## src/rtl/core/tsa_pkg.sv

```systemverilog
// shared types and constants for the image transform source address block
// no dependencies; imported by every module of the block
package tsa_pkg;

  // largest source or output dimension in pixels
  localparam int unsigned MaxDim = 4096;

  // field widths
  localparam int unsigned CoordW = 12;
  localparam int unsigned DimW   = 13;
  localparam int unsigned IndexW = 24;
  localparam int unsigned NumDivCells = CoordW;

  // transform mode codes
  typedef enum logic [2:0] {
    ModeFlipH = 3'd0,
    ModeFlipV = 3'd1,
    ModeRotR  = 3'd2,
    ModeRotL  = 3'd3,
    ModeScale = 3'd4,
    ModeCrop  = 3'd5
  } tsa_mode_e;

  // configuration register indexes
  typedef enum logic [2:0] {
    CfgMode      = 3'd0,
    CfgSrcWidth  = 3'd1,
    CfgSrcHeight = 3'd2,
    CfgOutWidth  = 3'd3,
    CfgOutHeight = 3'd4,
    CfgCropX     = 3'd5,
    CfgCropY     = 3'd6
  } tsa_cfg_idx_e;

  typedef struct packed {
    logic [2:0]        mode;
    logic [DimW-1:0]   src_width;
    logic [DimW-1:0]   src_height;
    logic [DimW-1:0]   out_width;
    logic [DimW-1:0]   out_height;
    logic [CoordW-1:0] crop_x;
    logic [CoordW-1:0] crop_y;
  } tsa_cfg_t;

  // one request in flight through the cell chain
  typedef struct packed {
    logic              is_scale;
    logic              out_of_range;
    logic              config_error;
    logic [CoordW-1:0] sx;
    logic [CoordW-1:0] sy;
    logic [IndexW-1:0] rem_x;
    logic [IndexW-1:0] rem_y;
  } tsa_item_t;

endpackage

```

## src/rtl/core/tsa_front.sv

```systemverilog
// front stage: config checks, frame check, direct mappings and scale dividends
// depends on tsa_pkg
module tsa_front (
  input  logic                     clk_i,
  input  logic                     rst_ni,
  input  tsa_pkg::tsa_cfg_t        cfg_i,
  input  logic                     in_valid_i,
  output logic                     in_ready_o,
  input  logic [tsa_pkg::CoordW-1:0] dst_x_i,
  input  logic [tsa_pkg::CoordW-1:0] dst_y_i,
  output logic                     out_valid_o,
  input  logic                     out_ready_i,
  output tsa_pkg::tsa_item_t       out_item_o
);
  import tsa_pkg::*;

  localparam logic [DimW-1:0] MaxDimV = DimW'(MaxDim);

  logic              valid_q, valid_d;
  tsa_item_t         item_q, item_d;
  logic              accept;
  logic              err_src, err_out, err_crop, err_mode, err;
  logic              is_rot, is_sized;
  logic [DimW-1:0]   fw, fh;
  logic              oor;
  logic [DimW-1:0]   w, h;
  logic [DimW+CoordW-1:0] prod_x, prod_y;
  logic [CoordW-1:0] map_x, map_y;

  assign w = cfg_i.src_width;
  assign h = cfg_i.src_height;

  // handshake: free or draining stage takes a new request
  assign in_ready_o = !valid_q || out_ready_i;
  assign accept     = in_valid_i && in_ready_o;

  // configuration checks
  assign is_rot   = (cfg_i.mode == ModeRotR) || (cfg_i.mode == ModeRotL);
  assign is_sized = (cfg_i.mode == ModeScale) || (cfg_i.mode == ModeCrop);
  assign err_src  = (w == '0) || (h == '0) || (w > MaxDimV) || (h > MaxDimV);
  assign err_mode = cfg_i.mode > ModeCrop;
  assign err_out  = is_sized && ((cfg_i.out_width == '0) || (cfg_i.out_height == '0) ||
                    (cfg_i.out_width > MaxDimV) || (cfg_i.out_height > MaxDimV));
  assign err_crop = (cfg_i.mode == ModeCrop) &&
                    (((DimW+1)'(cfg_i.crop_x) + (DimW+1)'(cfg_i.out_width) > (DimW+1)'(w)) ||
                     ((DimW+1)'(cfg_i.crop_y) + (DimW+1)'(cfg_i.out_height) > (DimW+1)'(h)));
  assign err = err_src || err_mode || err_out || err_crop;

  // output frame size
  always_comb begin
    if (is_rot) begin
      fw = h;
      fh = w;
    end else if (is_sized) begin
      fw = cfg_i.out_width;
      fh = cfg_i.out_height;
    end else begin
      fw = w;
      fh = h;
    end
  end
  assign oor = (DimW'(dst_x_i) >= fw) || (DimW'(dst_y_i) >= fh);

  // scale dividends
  assign prod_x = (DimW+CoordW)'(dst_x_i) * (DimW+CoordW)'(w);
  assign prod_y = (DimW+CoordW)'(dst_y_i) * (DimW+CoordW)'(h);

  // direct coordinate mappings
  always_comb begin
    case (cfg_i.mode)
      ModeFlipH: begin
        map_x = CoordW'(w - DimW'(1) - DimW'(dst_x_i));
        map_y = dst_y_i;
      end
      ModeFlipV: begin
        map_x = dst_x_i;
        map_y = CoordW'(h - DimW'(1) - DimW'(dst_y_i));
      end
      ModeRotR: begin
        map_x = CoordW'(w - DimW'(1) - DimW'(dst_y_i));
        map_y = dst_x_i;
      end
      ModeRotL: begin
        map_x = dst_y_i;
        map_y = CoordW'(h - DimW'(1) - DimW'(dst_x_i));
      end
      ModeScale: begin
        map_x = '0;
        map_y = '0;
      end
      default: begin
        map_x = dst_x_i + cfg_i.crop_x;
        map_y = dst_y_i + cfg_i.crop_y;
      end
    endcase
  end

  // next item
  always_comb begin
    item_d              = item_q;
    item_d.config_error = err;
    item_d.out_of_range = !err && oor;
    item_d.is_scale     = !err && !oor && (cfg_i.mode == ModeScale);
    item_d.rem_x        = prod_x[IndexW-1:0];
    item_d.rem_y        = prod_y[IndexW-1:0];
    if (err || oor) begin
      item_d.sx = '0;
      item_d.sy = '0;
    end else begin
      item_d.sx = map_x;
      item_d.sy = map_y;
    end
  end

  always_comb begin
    valid_d = valid_q;
    if (accept) begin
      valid_d = 1'b1;
    end else if (out_ready_i) begin
      valid_d = 1'b0;
    end
  end

  // valid flag
  always_ff @(posedge clk_i or negedge rst_ni) begin
    if (!rst_ni) begin
      valid_q <= 1'b0;
    end else begin
      valid_q <= valid_d;
    end
  end

  // payload
  always_ff @(posedge clk_i) begin
    if (accept) begin
      item_q <= item_d;
    end
  end

  assign out_valid_o = valid_q;
  assign out_item_o  = item_q;

endmodule

```

## src/rtl/core/tsa_div_cell.sv

```systemverilog
// one restoring division cell: settles one quotient bit of both scale axes
// depends on tsa_pkg
module tsa_div_cell (
  input  logic               clk_i,
  input  logic               rst_ni,
  input  tsa_pkg::tsa_cfg_t  cfg_i,
  input  logic [3:0]         bit_pos_i,
  input  logic               in_valid_i,
  output logic               in_ready_o,
  input  tsa_pkg::tsa_item_t in_item_i,
  output logic               out_valid_o,
  input  logic               out_ready_i,
  output tsa_pkg::tsa_item_t out_item_o
);
  import tsa_pkg::*;

  localparam int unsigned CmpW = IndexW + 1;

  logic            valid_q, valid_d;
  tsa_item_t       item_q, item_d;
  logic            accept;
  logic [CmpW-1:0] div_x, div_y;
  logic            ge_x, ge_y;
  logic [CoordW-1:0] qbit;

  assign in_ready_o = !valid_q || out_ready_i;
  assign accept     = in_valid_i && in_ready_o;

  // divisor aligned to this cell's quotient bit
  assign div_x = CmpW'(cfg_i.out_width) << bit_pos_i;
  assign div_y = CmpW'(cfg_i.out_height) << bit_pos_i;
  assign ge_x  = CmpW'(in_item_i.rem_x) >= div_x;
  assign ge_y  = CmpW'(in_item_i.rem_y) >= div_y;
  assign qbit  = CoordW'(1) << bit_pos_i;

  // trial subtract, only for scale requests
  always_comb begin
    item_d = in_item_i;
    if (in_item_i.is_scale) begin
      if (ge_x) begin
        item_d.rem_x = in_item_i.rem_x - div_x[IndexW-1:0];
        item_d.sx    = in_item_i.sx | qbit;
      end
      if (ge_y) begin
        item_d.rem_y = in_item_i.rem_y - div_y[IndexW-1:0];
        item_d.sy    = in_item_i.sy | qbit;
      end
    end
  end

  always_comb begin
    valid_d = valid_q;
    if (accept) begin
      valid_d = 1'b1;
    end else if (out_ready_i) begin
      valid_d = 1'b0;
    end
  end

  // valid flag
  always_ff @(posedge clk_i or negedge rst_ni) begin
    if (!rst_ni) begin
      valid_q <= 1'b0;
    end else begin
      valid_q <= valid_d;
    end
  end

  // payload
  always_ff @(posedge clk_i) begin
    if (accept) begin
      item_q <= item_d;
    end
  end

  assign out_valid_o = valid_q;
  assign out_item_o  = item_q;

endmodule

```

## src/rtl/core/tsa_index.sv

```systemverilog
// output stage: linear source index and the result register
// depends on tsa_pkg
module tsa_index (
  input  logic                       clk_i,
  input  logic                       rst_ni,
  input  tsa_pkg::tsa_cfg_t          cfg_i,
  input  logic                       in_valid_i,
  output logic                       in_ready_o,
  input  tsa_pkg::tsa_item_t         in_item_i,
  output logic                       out_valid_o,
  input  logic                       out_stall_i,
  output logic [tsa_pkg::CoordW-1:0] src_x_o,
  output logic [tsa_pkg::CoordW-1:0] src_y_o,
  output logic [tsa_pkg::IndexW-1:0] src_index_o,
  output logic                       out_of_range_o,
  output logic                       config_error_o
);
  import tsa_pkg::*;

  localparam int unsigned ProdW = CoordW + DimW;

  logic              valid_q, valid_d;
  logic              accept;
  logic [ProdW-1:0]  row_base;
  logic [IndexW-1:0] index_d, index_q;
  logic [CoordW-1:0] sx_q, sy_q;
  logic              oor_q, err_q;

  assign in_ready_o = !valid_q || !out_stall_i;
  assign accept     = in_valid_i && in_ready_o;

  // row start plus column
  assign row_base = ProdW'(in_item_i.sy) * ProdW'(cfg_i.src_width);
  assign index_d  = row_base[IndexW-1:0] + IndexW'(in_item_i.sx);

  always_comb begin
    valid_d = valid_q;
    if (accept) begin
      valid_d = 1'b1;
    end else if (!out_stall_i) begin
      valid_d = 1'b0;
    end
  end

  // valid flag
  always_ff @(posedge clk_i or negedge rst_ni) begin
    if (!rst_ni) begin
      valid_q <= 1'b0;
    end else begin
      valid_q <= valid_d;
    end
  end

  // result register
  always_ff @(posedge clk_i) begin
    if (accept) begin
      sx_q    <= in_item_i.sx;
      sy_q    <= in_item_i.sy;
      index_q <= index_d;
      oor_q   <= in_item_i.out_of_range;
      err_q   <= in_item_i.config_error;
    end
  end

  assign out_valid_o    = valid_q;
  assign src_x_o        = sx_q;
  assign src_y_o        = sy_q;
  assign src_index_o    = index_q;
  assign out_of_range_o = oor_q;
  assign config_error_o = err_q;

endmodule

```

## src/rtl/core/image_transform_source_address.sv

```systemverilog
// top level: config registers, front stage, divider cell chain, index stage
// depends on tsa_pkg, tsa_front, tsa_div_cell, tsa_index
//
// Takes one destination pixel per clock unless stalled and returns the source
// pixel to copy for the selected flip, rotate, scale or crop, plus its linear
// index over unpadded rows and the out-of-range and config-error flags.
// Throughput is one request per cycle while not stalled. The pipeline is one
// front stage (checks, mappings and the scale dividend multiply), a chain of
// 12 divider cells that each settle one quotient bit of the nearest-neighbor
// scale, and one stage for the row multiply-add that also holds the result.
// Every stage has its own valid flag, so bubbles close up under output stall.
// Config is written through cfg_valid_i/cfg_index_i/cfg_data_i, always
// ready, and must only change while no request is in flight.
module image_transform_source_address (
  input  logic                       clk_i,
  input  logic                       rst_ni,
  input  logic                       cfg_valid_i,
  output logic                       cfg_ready_o,
  input  logic [2:0]                 cfg_index_i,
  input  logic [tsa_pkg::DimW-1:0]   cfg_data_i,
  input  logic                       in_valid_i,
  output logic                       in_stall_o,
  input  logic [tsa_pkg::CoordW-1:0] dst_x_i,
  input  logic [tsa_pkg::CoordW-1:0] dst_y_i,
  output logic                       out_valid_o,
  input  logic                       out_stall_i,
  output logic [tsa_pkg::CoordW-1:0] src_x_o,
  output logic [tsa_pkg::CoordW-1:0] src_y_o,
  output logic [tsa_pkg::IndexW-1:0] src_index_o,
  output logic                       out_of_range_o,
  output logic                       config_error_o
);
  import tsa_pkg::*;

  tsa_cfg_t  cfg_q, cfg_d;
  logic      front_ready;
  logic      chain_valid [NumDivCells+1];
  logic      chain_ready [NumDivCells+1];
  tsa_item_t chain_item  [NumDivCells+1];

  // config write port
  assign cfg_ready_o = 1'b1;

  always_comb begin
    cfg_d = cfg_q;
    if (cfg_valid_i) begin
      case (tsa_cfg_idx_e'(cfg_index_i))
        CfgMode:      cfg_d.mode       = cfg_data_i[2:0];
        CfgSrcWidth:  cfg_d.src_width  = cfg_data_i;
        CfgSrcHeight: cfg_d.src_height = cfg_data_i;
        CfgOutWidth:  cfg_d.out_width  = cfg_data_i;
        CfgOutHeight: cfg_d.out_height = cfg_data_i;
        CfgCropX:     cfg_d.crop_x     = cfg_data_i[CoordW-1:0];
        CfgCropY:     cfg_d.crop_y     = cfg_data_i[CoordW-1:0];
        default:      cfg_d = cfg_q;
      endcase
    end
  end

  always_ff @(posedge clk_i or negedge rst_ni) begin
    if (!rst_ni) begin
      cfg_q.mode       <= ModeFlipH;
      cfg_q.src_width  <= DimW'(640);
      cfg_q.src_height <= DimW'(480);
      cfg_q.out_width  <= DimW'(640);
      cfg_q.out_height <= DimW'(480);
      cfg_q.crop_x     <= '0;
      cfg_q.crop_y     <= '0;
    end else begin
      cfg_q <= cfg_d;
    end
  end

  // front stage
  tsa_front u_front (
    .clk_i       (clk_i),
    .rst_ni      (rst_ni),
    .cfg_i       (cfg_q),
    .in_valid_i  (in_valid_i),
    .in_ready_o  (front_ready),
    .dst_x_i     (dst_x_i),
    .dst_y_i     (dst_y_i),
    .out_valid_o (chain_valid[0]),
    .out_ready_i (chain_ready[0]),
    .out_item_o  (chain_item[0])
  );

  assign in_stall_o = !front_ready;

  // divider cell chain, most significant quotient bit first
  for (genvar g = 0; g < NumDivCells; g++) begin : g_cell
    tsa_div_cell u_cell (
      .clk_i       (clk_i),
      .rst_ni      (rst_ni),
      .cfg_i       (cfg_q),
      .bit_pos_i   (4'(NumDivCells - 1 - g)),
      .in_valid_i  (chain_valid[g]),
      .in_ready_o  (chain_ready[g]),
      .in_item_i   (chain_item[g]),
      .out_valid_o (chain_valid[g+1]),
      .out_ready_i (chain_ready[g+1]),
      .out_item_o  (chain_item[g+1])
    );
  end

  // index and result stage
  tsa_index u_index (
    .clk_i          (clk_i),
    .rst_ni         (rst_ni),
    .cfg_i          (cfg_q),
    .in_valid_i     (chain_valid[NumDivCells]),
    .in_ready_o     (chain_ready[NumDivCells]),
    .in_item_i      (chain_item[NumDivCells]),
    .out_valid_o    (out_valid_o),
    .out_stall_i    (out_stall_i),
    .src_x_o        (src_x_o),
    .src_y_o        (src_y_o),
    .src_index_o    (src_index_o),
    .out_of_range_o (out_of_range_o),
    .config_error_o (config_error_o)
  );

endmodule

```

## config.mk

```make
export PLATFORM = sky130hd
export DESIGN_NAME = image_transform_source_address
export DESIGN_NICKNAME = d
export VERILOG_FILES = /design/src/rtl/core/tsa_pkg.sv /design/src/rtl/core/tsa_front.sv /design/src/rtl/core/tsa_div_cell.sv /design/src/rtl/core/tsa_index.sv /design/src/rtl/core/image_transform_source_address.sv
export SDC_FILE = /design/constraint.sdc
export NUM_CORES = 2
export LEC_CHECK = 0
export BUFFER_PORTS_ARGS = -buffer_cell sky130_fd_sc_hd__buf_2
export CORE_UTILIZATION = 48
export DETAILED_ROUTE_END_ITERATION = 7
export GPL_ROUTABILITY_DRIVEN = 1
export SYNTH_ARGS = -nofsm -noshare
export SYNTH_HDL_FRONTEND = slang
export SYNTH_SLANG_ARGS = --single-unit
export TNS_END_PERCENT = 10
```

## constraint.sdc

```tcl
create_clock -name clk_i -period 7.4 [get_ports clk_i]
set_input_delay 1.48 -clock clk_i [delete_from_list [all_inputs] [get_ports clk_i]]
set_output_delay 1.48 -clock clk_i [all_outputs]
set_load 0.005 [all_outputs]
```

# Yosys cells after proc, flatten, opt, wreduce, memory -nomap -nowiden
# Index checks and enable logic that the tools add are counted.
# Widths: inputs -> output; s select.
# word_totals
output_inout_bits	53
in_bits	45
register_bits	1069
elab_cells	382
# classes
mux	94
addsub	35
magnitude_cmp	33
multipliers	3
reduce_logical	91
eq_ne	12
# op_table
cell	n
$mux 24	24
$pmux 12 s5	2
$mul 12x13->24	3
$mux 72	1
$mux 71	1
$mux 70	1
$mux 69	1
$mux 68	1
$mux 67	1
$mux 66	1
$mux 65	1
$mux 64	1
$mux 63	1
$mux 62	1
$mux 61	1
$gt 13x13->1 const B	4
$logic_not 13->1	4
$mux 13	4
$ge 24x13->1	2
$ge 24x14->1	2
$ge 24x15->1	2
$ge 24x16->1	2
$ge 24x17->1	2
$ge 24x18->1	2
other kinds (48)	203

# Logic depth before layout (Yosys ltp)
# logic_depth
depth_word	17
depth_mapped	22
ltp_nobuf	20

# Hierarchy
# Synthesis repeated with hierarchy kept, for this count alone.
# hier_totals
cells_unflattened	12044
hier_area_um2	111052.8
# by_module_without_submodules
mod	seq_area_each_um2	area_per_inst_um2	n_inst	cells_per_inst
tsa_div_cell (g_cell[0].u_cell ...)	2277.2	6940.4	7	770
tsa_div_cell (g_cell[6].u_cell ...)	2277.2	6747.7	3	724
tsa_front	2277.2	18225.0	1	2123
tsa_index	1526.5	7080.5	1	708
tsa_div_cell (g_cell[9].u_cell)	2277.2	7019.2	1	739
tsa_div_cell (g_cell[1].u_cell)	2277.2	6885.4	1	737
image_transform_source_address	1991.9	3016.6	1	175

# Worst setup path after synthesis
# Ideal clock, no wire load.
# synth_path
path_type	input port to flip-flop
startpoint	input dst_y_i[3] (netlist bit)
endpoint	register u_front.item_q (netlist bit u_front.out_item_o[22]) (data pin)
setup_time_ps	258
setup_slack_ps	635
stages	19
arrival_ps	6508
required_ps	7142
path_buffers	2
path_cell_list	clkbuf_1 > clkbuf_1 > nand2_1 > fa_1 > fa_1 > fa_1 > inv_1 > fa_1 > inv_1 > fa_1 > inv_1 > ha_1 > a21o_1 > a221oi_1 > a31oi_1 > a2111oi_0 > o21bai_1 > a21oi_1 > xnor2_1
# synth_rtl
element	line_no	text
start, declared	image_transform_source_address.sv:24	input logic [tsa_pkg::CoordW-1:0] dst_y_i,
end signal, assigned	tsa_front.sv:136	item_q <= item_d;
end, declared	tsa_front.sv:20	tsa_item_t item_q, item_d;

# Final worst setup path
# layout_path
startpoint	register cfg_q[70] (netlist bit)
endpoint	register u_index.index_q[23], in the netlist u_index.src_index_o[23] (data pin)
# layout_between
elab_chain_len	2
# layout_lines
element	line_no	text
start, declared	image_transform_source_address.sv:35	tsa_cfg_t cfg_q, cfg_d;
start signal, assigned	image_transform_source_address.sv:70	cfg_q <= cfg_d;
$mul 12x13->24	tsa_index.sv:33	assign row_base = ProdW'(in_item_i.sy) * ProdW'(cfg_i.src_width);
$add 24x12->24	tsa_index.sv:34	assign index_d = row_base[IndexW-1:0] + IndexW'(in_item_i.sx);
via u_index.index_d[23]	tsa_index.sv:25	logic [IndexW-1:0] index_d, index_q;
end signal, assigned	tsa_index.sv:59	index_q <= index_d;
end, declared	tsa_index.sv:25	
# The timed path passes the listed nets, and every way through them passes these cells.
# A chain may end at the register's enable or synchronous reset.

==> metrics.txt <==
# TYPE chip_impl_metric gauge
chip_impl_info{name="status",value="complete, no violations"} 1
chip_impl_info{name="cts.root.buffer_cell",value="sky130_fd_sc_hd__clkbuf_16"} 1
chip_impl_metric{name="worst_slack_at_placement",unit="ns"} 0.432
chip_impl_metric{name="drive_above_1_share",unit="%"} 8.79
chip_impl_info{name="highest_metal_layer_used_by_the_detailed_router",value="met4"} 1
chip_impl_metric{name="drt_wl_total",unit="um"} 192000
chip_impl_metric{name="synthesis.nets",unit=""} 7819
chip_impl_metric{name="detailed_route_vias_per_instance",unit=""} 5.65
chip_impl_metric{name="worst_slew_margin_rel",unit="%"} 22.5
chip_impl_info{name="synth_top_cells_by_count",value="sky130_fd_sc_hd__edfxtp_1, sky130_fd_sc_hd__nand2_1, sky130_fd_sc_hd__inv_1"} 1
chip_impl_metric{name="cts.sinks",unit=""} 1069
chip_impl_metric{name="ys_seq_elements",unit=""} 1069
chip_impl_metric{name="detailroute.via_count",unit=""} 51000
chip_impl_metric{name="row_count",unit=""} 143
chip_impl_metric{name="dieWidth",unit="um"} 394
chip_impl_metric{name="report.final.hold_viol_count",unit=""} 0
chip_impl_metric{name="yosysUniqueCellTypes",unit=""} 87
chip_impl_metric{name="fmax",unit="MHz"} 159
chip_impl_metric{name="synth-async-reset-ratio",unit="%"} 8.70
chip_impl_metric{name="grt.total_usage",unit="%"} 24.8
chip_impl_metric{name="cells_after_synthesis",unit=""} 6788
chip_impl_metric{name="met2_wire_len",unit="um"} 92200
chip_impl_metric{name="timing.final.max_slew_violations",unit=""} 0
chip_impl_metric{name="cp.required",unit="ns"} 7.91
chip_impl_metric{name="areaGrowthSynthToFinish",unit="%"} 9.72
chip_impl_metric{name="synth_top_area_share",unit="%"} 39.8
chip_impl_metric{name="met3_wirelength",unit="um"} 9530
chip_impl_metric{name="wl_on_met1",unit="um"} 82500
chip_impl_metric{name="cts.hold.buffers_added",unit=""} 0
chip_impl_info{name="rsz_0062_raised_after_global_routing",value="no"} 1
chip_impl_metric{name="final_design_area_no_fill",unit="um2"} 80800
chip_impl_metric{name="initialDrtViolationCount",unit=""} 3382
chip_impl_metric{name="fin_ws",unit="ns"} 1.10
chip_impl_metric{name="final_core_util",unit="%"} 53.1
chip_impl_metric{name="replace_congestion",unit=""} 0.951
chip_impl_metric{name="drv.max_cap_violation_count",unit=""} 0
chip_impl_info{name="hold_class",value="register to register"} 1
chip_impl_metric{name="finish.net_count",unit=""} 7922
chip_impl_metric{name="grt_pass1_wl",unit="um"} 299000
chip_impl_info{name="synth_top_cell_by_area",value="sky130_fd_sc_hd__edfxtp_1"} 1
chip_impl_info{name="setup.worst_path.end_class",value="register"} 1
chip_impl_metric{name="number_of_enable_flip_flop_cells_after_synthesis",unit=""} 976
chip_impl_metric{name="die_height",unit="um"} 394
chip_impl_info{name="yosys.cell_count.top_type",value="sky130_fd_sc_hd__edfxtp_1"} 1
chip_impl_metric{name="cts_resized",unit=""} 0
chip_impl_metric{name="largest_net_degree_at_the_start_of_global_routing",unit=""} 76
chip_impl_info{name="cts_tree",value="yes"} 1
chip_impl_metric{name="clkTransAtPathRegs",unit="ns"} 0.07
chip_impl_metric{name="ys_seq_area_share",unit="%"} 43.0
chip_impl_metric{name="ctsLongestPathBuffers",unit=""} 3
chip_impl_metric{name="start_util",unit="%"} 48.4
chip_impl_metric{name="worstMarginPinSlew",unit="ns"} 1.16
chip_impl_metric{name="cts_made_buffers",unit=""} 119
chip_impl_info{name="critical_path_class",value="register to register"} 1
chip_impl_metric{name="io_pins",unit=""} 98
chip_impl_metric{name="synthesis.yosys.warnings",unit=""} 0
chip_impl_metric{name="drt_first_pass_iters",unit=""} 6
chip_impl_metric{name="timing.final.crit_period",unit="ns"} 6.30
chip_impl_metric{name="portBuffers",unit=""} 96
chip_impl_metric{name="drc",unit=""} 0
chip_impl_metric{name="layout.filler_cells",unit=""} 13500
chip_impl_metric{name="fp.coreArea",unit="um2"} 152000
chip_impl_info{name="synth_ff_type",value="sky130_fd_sc_hd__edfxtp_1"} 1
chip_impl_metric{name="synth.cell_area",unit="um2"} 73700
chip_impl_metric{name="syn-mean-instance-area",unit="um2"} 10.9
chip_impl_info{name="critPathLaunchType",value="register"} 1
chip_impl_metric{name="detail_route.wl_per_cell",unit="um"} 21.3
chip_impl_metric{name="floorplan.die_area",unit="um2"} 155000
chip_impl_metric{name="final_setup_fails",unit=""} 0
chip_impl_metric{name="fin_skew",unit="ns"} 0.0706
chip_impl_metric{name="ctsHtreeMaxLevel",unit=""} 3
chip_impl_metric{name="number_of_antenna_violations_at_the_first_check_in_global_routing",unit=""} 4
chip_impl_metric{name="cp_max_fo",unit=""} 16
chip_impl_metric{name="crit_arrival",unit="ns"} 6.82
chip_impl_metric{name="antenna_viol_nets_final",unit=""} 0
chip_impl_metric{name="layout_worst_path_cycle_share",unit="%"} 85.2
chip_impl_info{name="synth.top_cells.by_area",value="sky130_fd_sc_hd__edfxtp_1, sky130_fd_sc_hd__ha_1, sky130_fd_sc_hd__fa_1, sky130_fd_sc_hd__nand2_1, sky130_fd_sc_hd__inv_1"} 1
chip_impl_metric{name="remaining_overflow_grt",unit=""} 0
chip_impl_metric{name="setup_total_negative_slack",unit="ns"} 0
chip_impl_metric{name="clk-insertion-delay-late",unit="ns"} 0.76
chip_impl_metric{name="place.detailed.hpwl",unit="um"} 144000
chip_impl_metric{name="cts.repair_timing.setup_buffer_count",unit=""} 0
chip_impl_metric{name="placed_cell_area",unit="um2"} 76700
chip_impl_metric{name="first_global_vias",unit=""} 52200
-- worst paths after layout --
path                                              endpoint  cells past startpoint                             from  slack (ns)
setup / recovery                   u_index.src_index_o[23]                     18                        cfg_q[70]        1.10
hold / removal             g_cell[4].u_cell.out_item_o[49]                      0  g_cell[3].u_cell.out_item_o[49]        0.40
min in group asynchronous              u_index.out_valid_o                      1                           rst_ni        0.69
max in group asynchronous                        cfg_q[78]                      2                           rst_ni        5.21
hold reg to reg            g_cell[4].u_cell.out_item_o[49]                      0  g_cell[3].u_cell.out_item_o[49]        0.40
setup reg to reg                   u_index.src_index_o[23]                     18                        cfg_q[70]        1.10
-- flip-flops by register name, indices dropped and copies added (netlist names), 12 cells and up --
register	count
cfg_q	79
g_cell.u_cell.out_item_o	851
g_cell.u_cell.out_valid_o	12
u_front.out_item_o	75
u_index.src_index_o	24
u_index.src_x_o	12
u_index.src_y_o	12
-- area by class of cell --
type                            instances  area (um2)  share of cell area (%)
Timing Repair Buffer                  182        1130                    1.40
Clock buffer                          135        3080                    3.81
Inverter                              708        2660                    3.29
Antenna cell                            3        7.51                 0.00929
Tap cell                             2030        2540                    3.14
Clock inverter                         90        1010                    1.25
Sequential cell                      1069       31700                    39.2
Multi-Input combinational cell       4811       38700                    47.9
-- cell usage in the layout, fill, tap and decap left out, drive strengths merged, types with 71 or more instances in the layout --
cell    netlist  layout
and2        205     205
nor2        260     260
ha          620     620
xnor2       258     258
nor2b        93      93
inv         708     718
clkbuf      172     135
a21oi       267     267
a21o        140     140
nand2b       82      82
nor3        140     140
nand2       723     723
mux2        126     126
o21a         71      71
fa          366     366
buf          28     182
edfxtp      976     976
nand3        88      88
dfrtp        81      81
o21ai       411     411
xor2        167     167
-- metal layers --
| metal | vias up | GRT usage [%] |
|---|---|---|
| li1 | 24200 | - |
| met1 | 25100 | 32.1 |
| met2 | 1342 | 42.2 |
| met3 | 341 | 3.54 |
| met4 | 0 | 9.35 |
| met5 | - | 0 |
-- logic make-up (layout without fill, tap and decap cells) --
group / Yosys count / after routing / share of synthesized area (%)
compound gates: 1303 / 1303 / 11.3
xor+xnor: 425 / 425 / 5.05
fa+ha+maj: 986 / 986 / 20.5
buf+inv: 908 / 1115 / 4.68
flops: 1069 / 1069 / 43.0
mux: 176 / 176 / 2.63
other cells: 1 / 4 / 0.00509
simple gates: 1920 / 1920 / 12.9
-- metrics by stage --
stage,cells,hold slack [ns]
detailed placement,8800,0.405
global placement,8800,0.401
CTS,9025,0.394
floorplan,6788,0.400
finish,9028,0.400
global route,9025,0.401
-- critical path, stage by stage, from the launching register on --
cell,delay (ns)
sky130_fd_sc_hd__dfstp_2,0.80
sky130_fd_sc_hd__nand2_1,0.14
sky130_fd_sc_hd__fa_1,0.58
sky130_fd_sc_hd__fa_1,0.46
sky130_fd_sc_hd__fa_1,0.55
sky130_fd_sc_hd__inv_1,0.05
sky130_fd_sc_hd__fa_1,0.47
sky130_fd_sc_hd__inv_1,0.05
sky130_fd_sc_hd__fa_1,0.47
sky130_fd_sc_hd__inv_1,0.04
sky130_fd_sc_hd__ha_1,0.33
sky130_fd_sc_hd__and3_1,0.24
sky130_fd_sc_hd__and3_1,0.18
sky130_fd_sc_hd__a21oi_1,0.27
sky130_fd_sc_hd__o211ai_1,0.19
sky130_fd_sc_hd__o41ai_1,0.58
sky130_fd_sc_hd__o2111ai_1,0.24
sky130_fd_sc_hd__a21oi_1,0.30
sky130_fd_sc_hd__xnor2_1,0.10
Power is left out: the tool's default activity adds up to more than one toggle a clock period on the data nets, which glitch-free logic cannot reach.
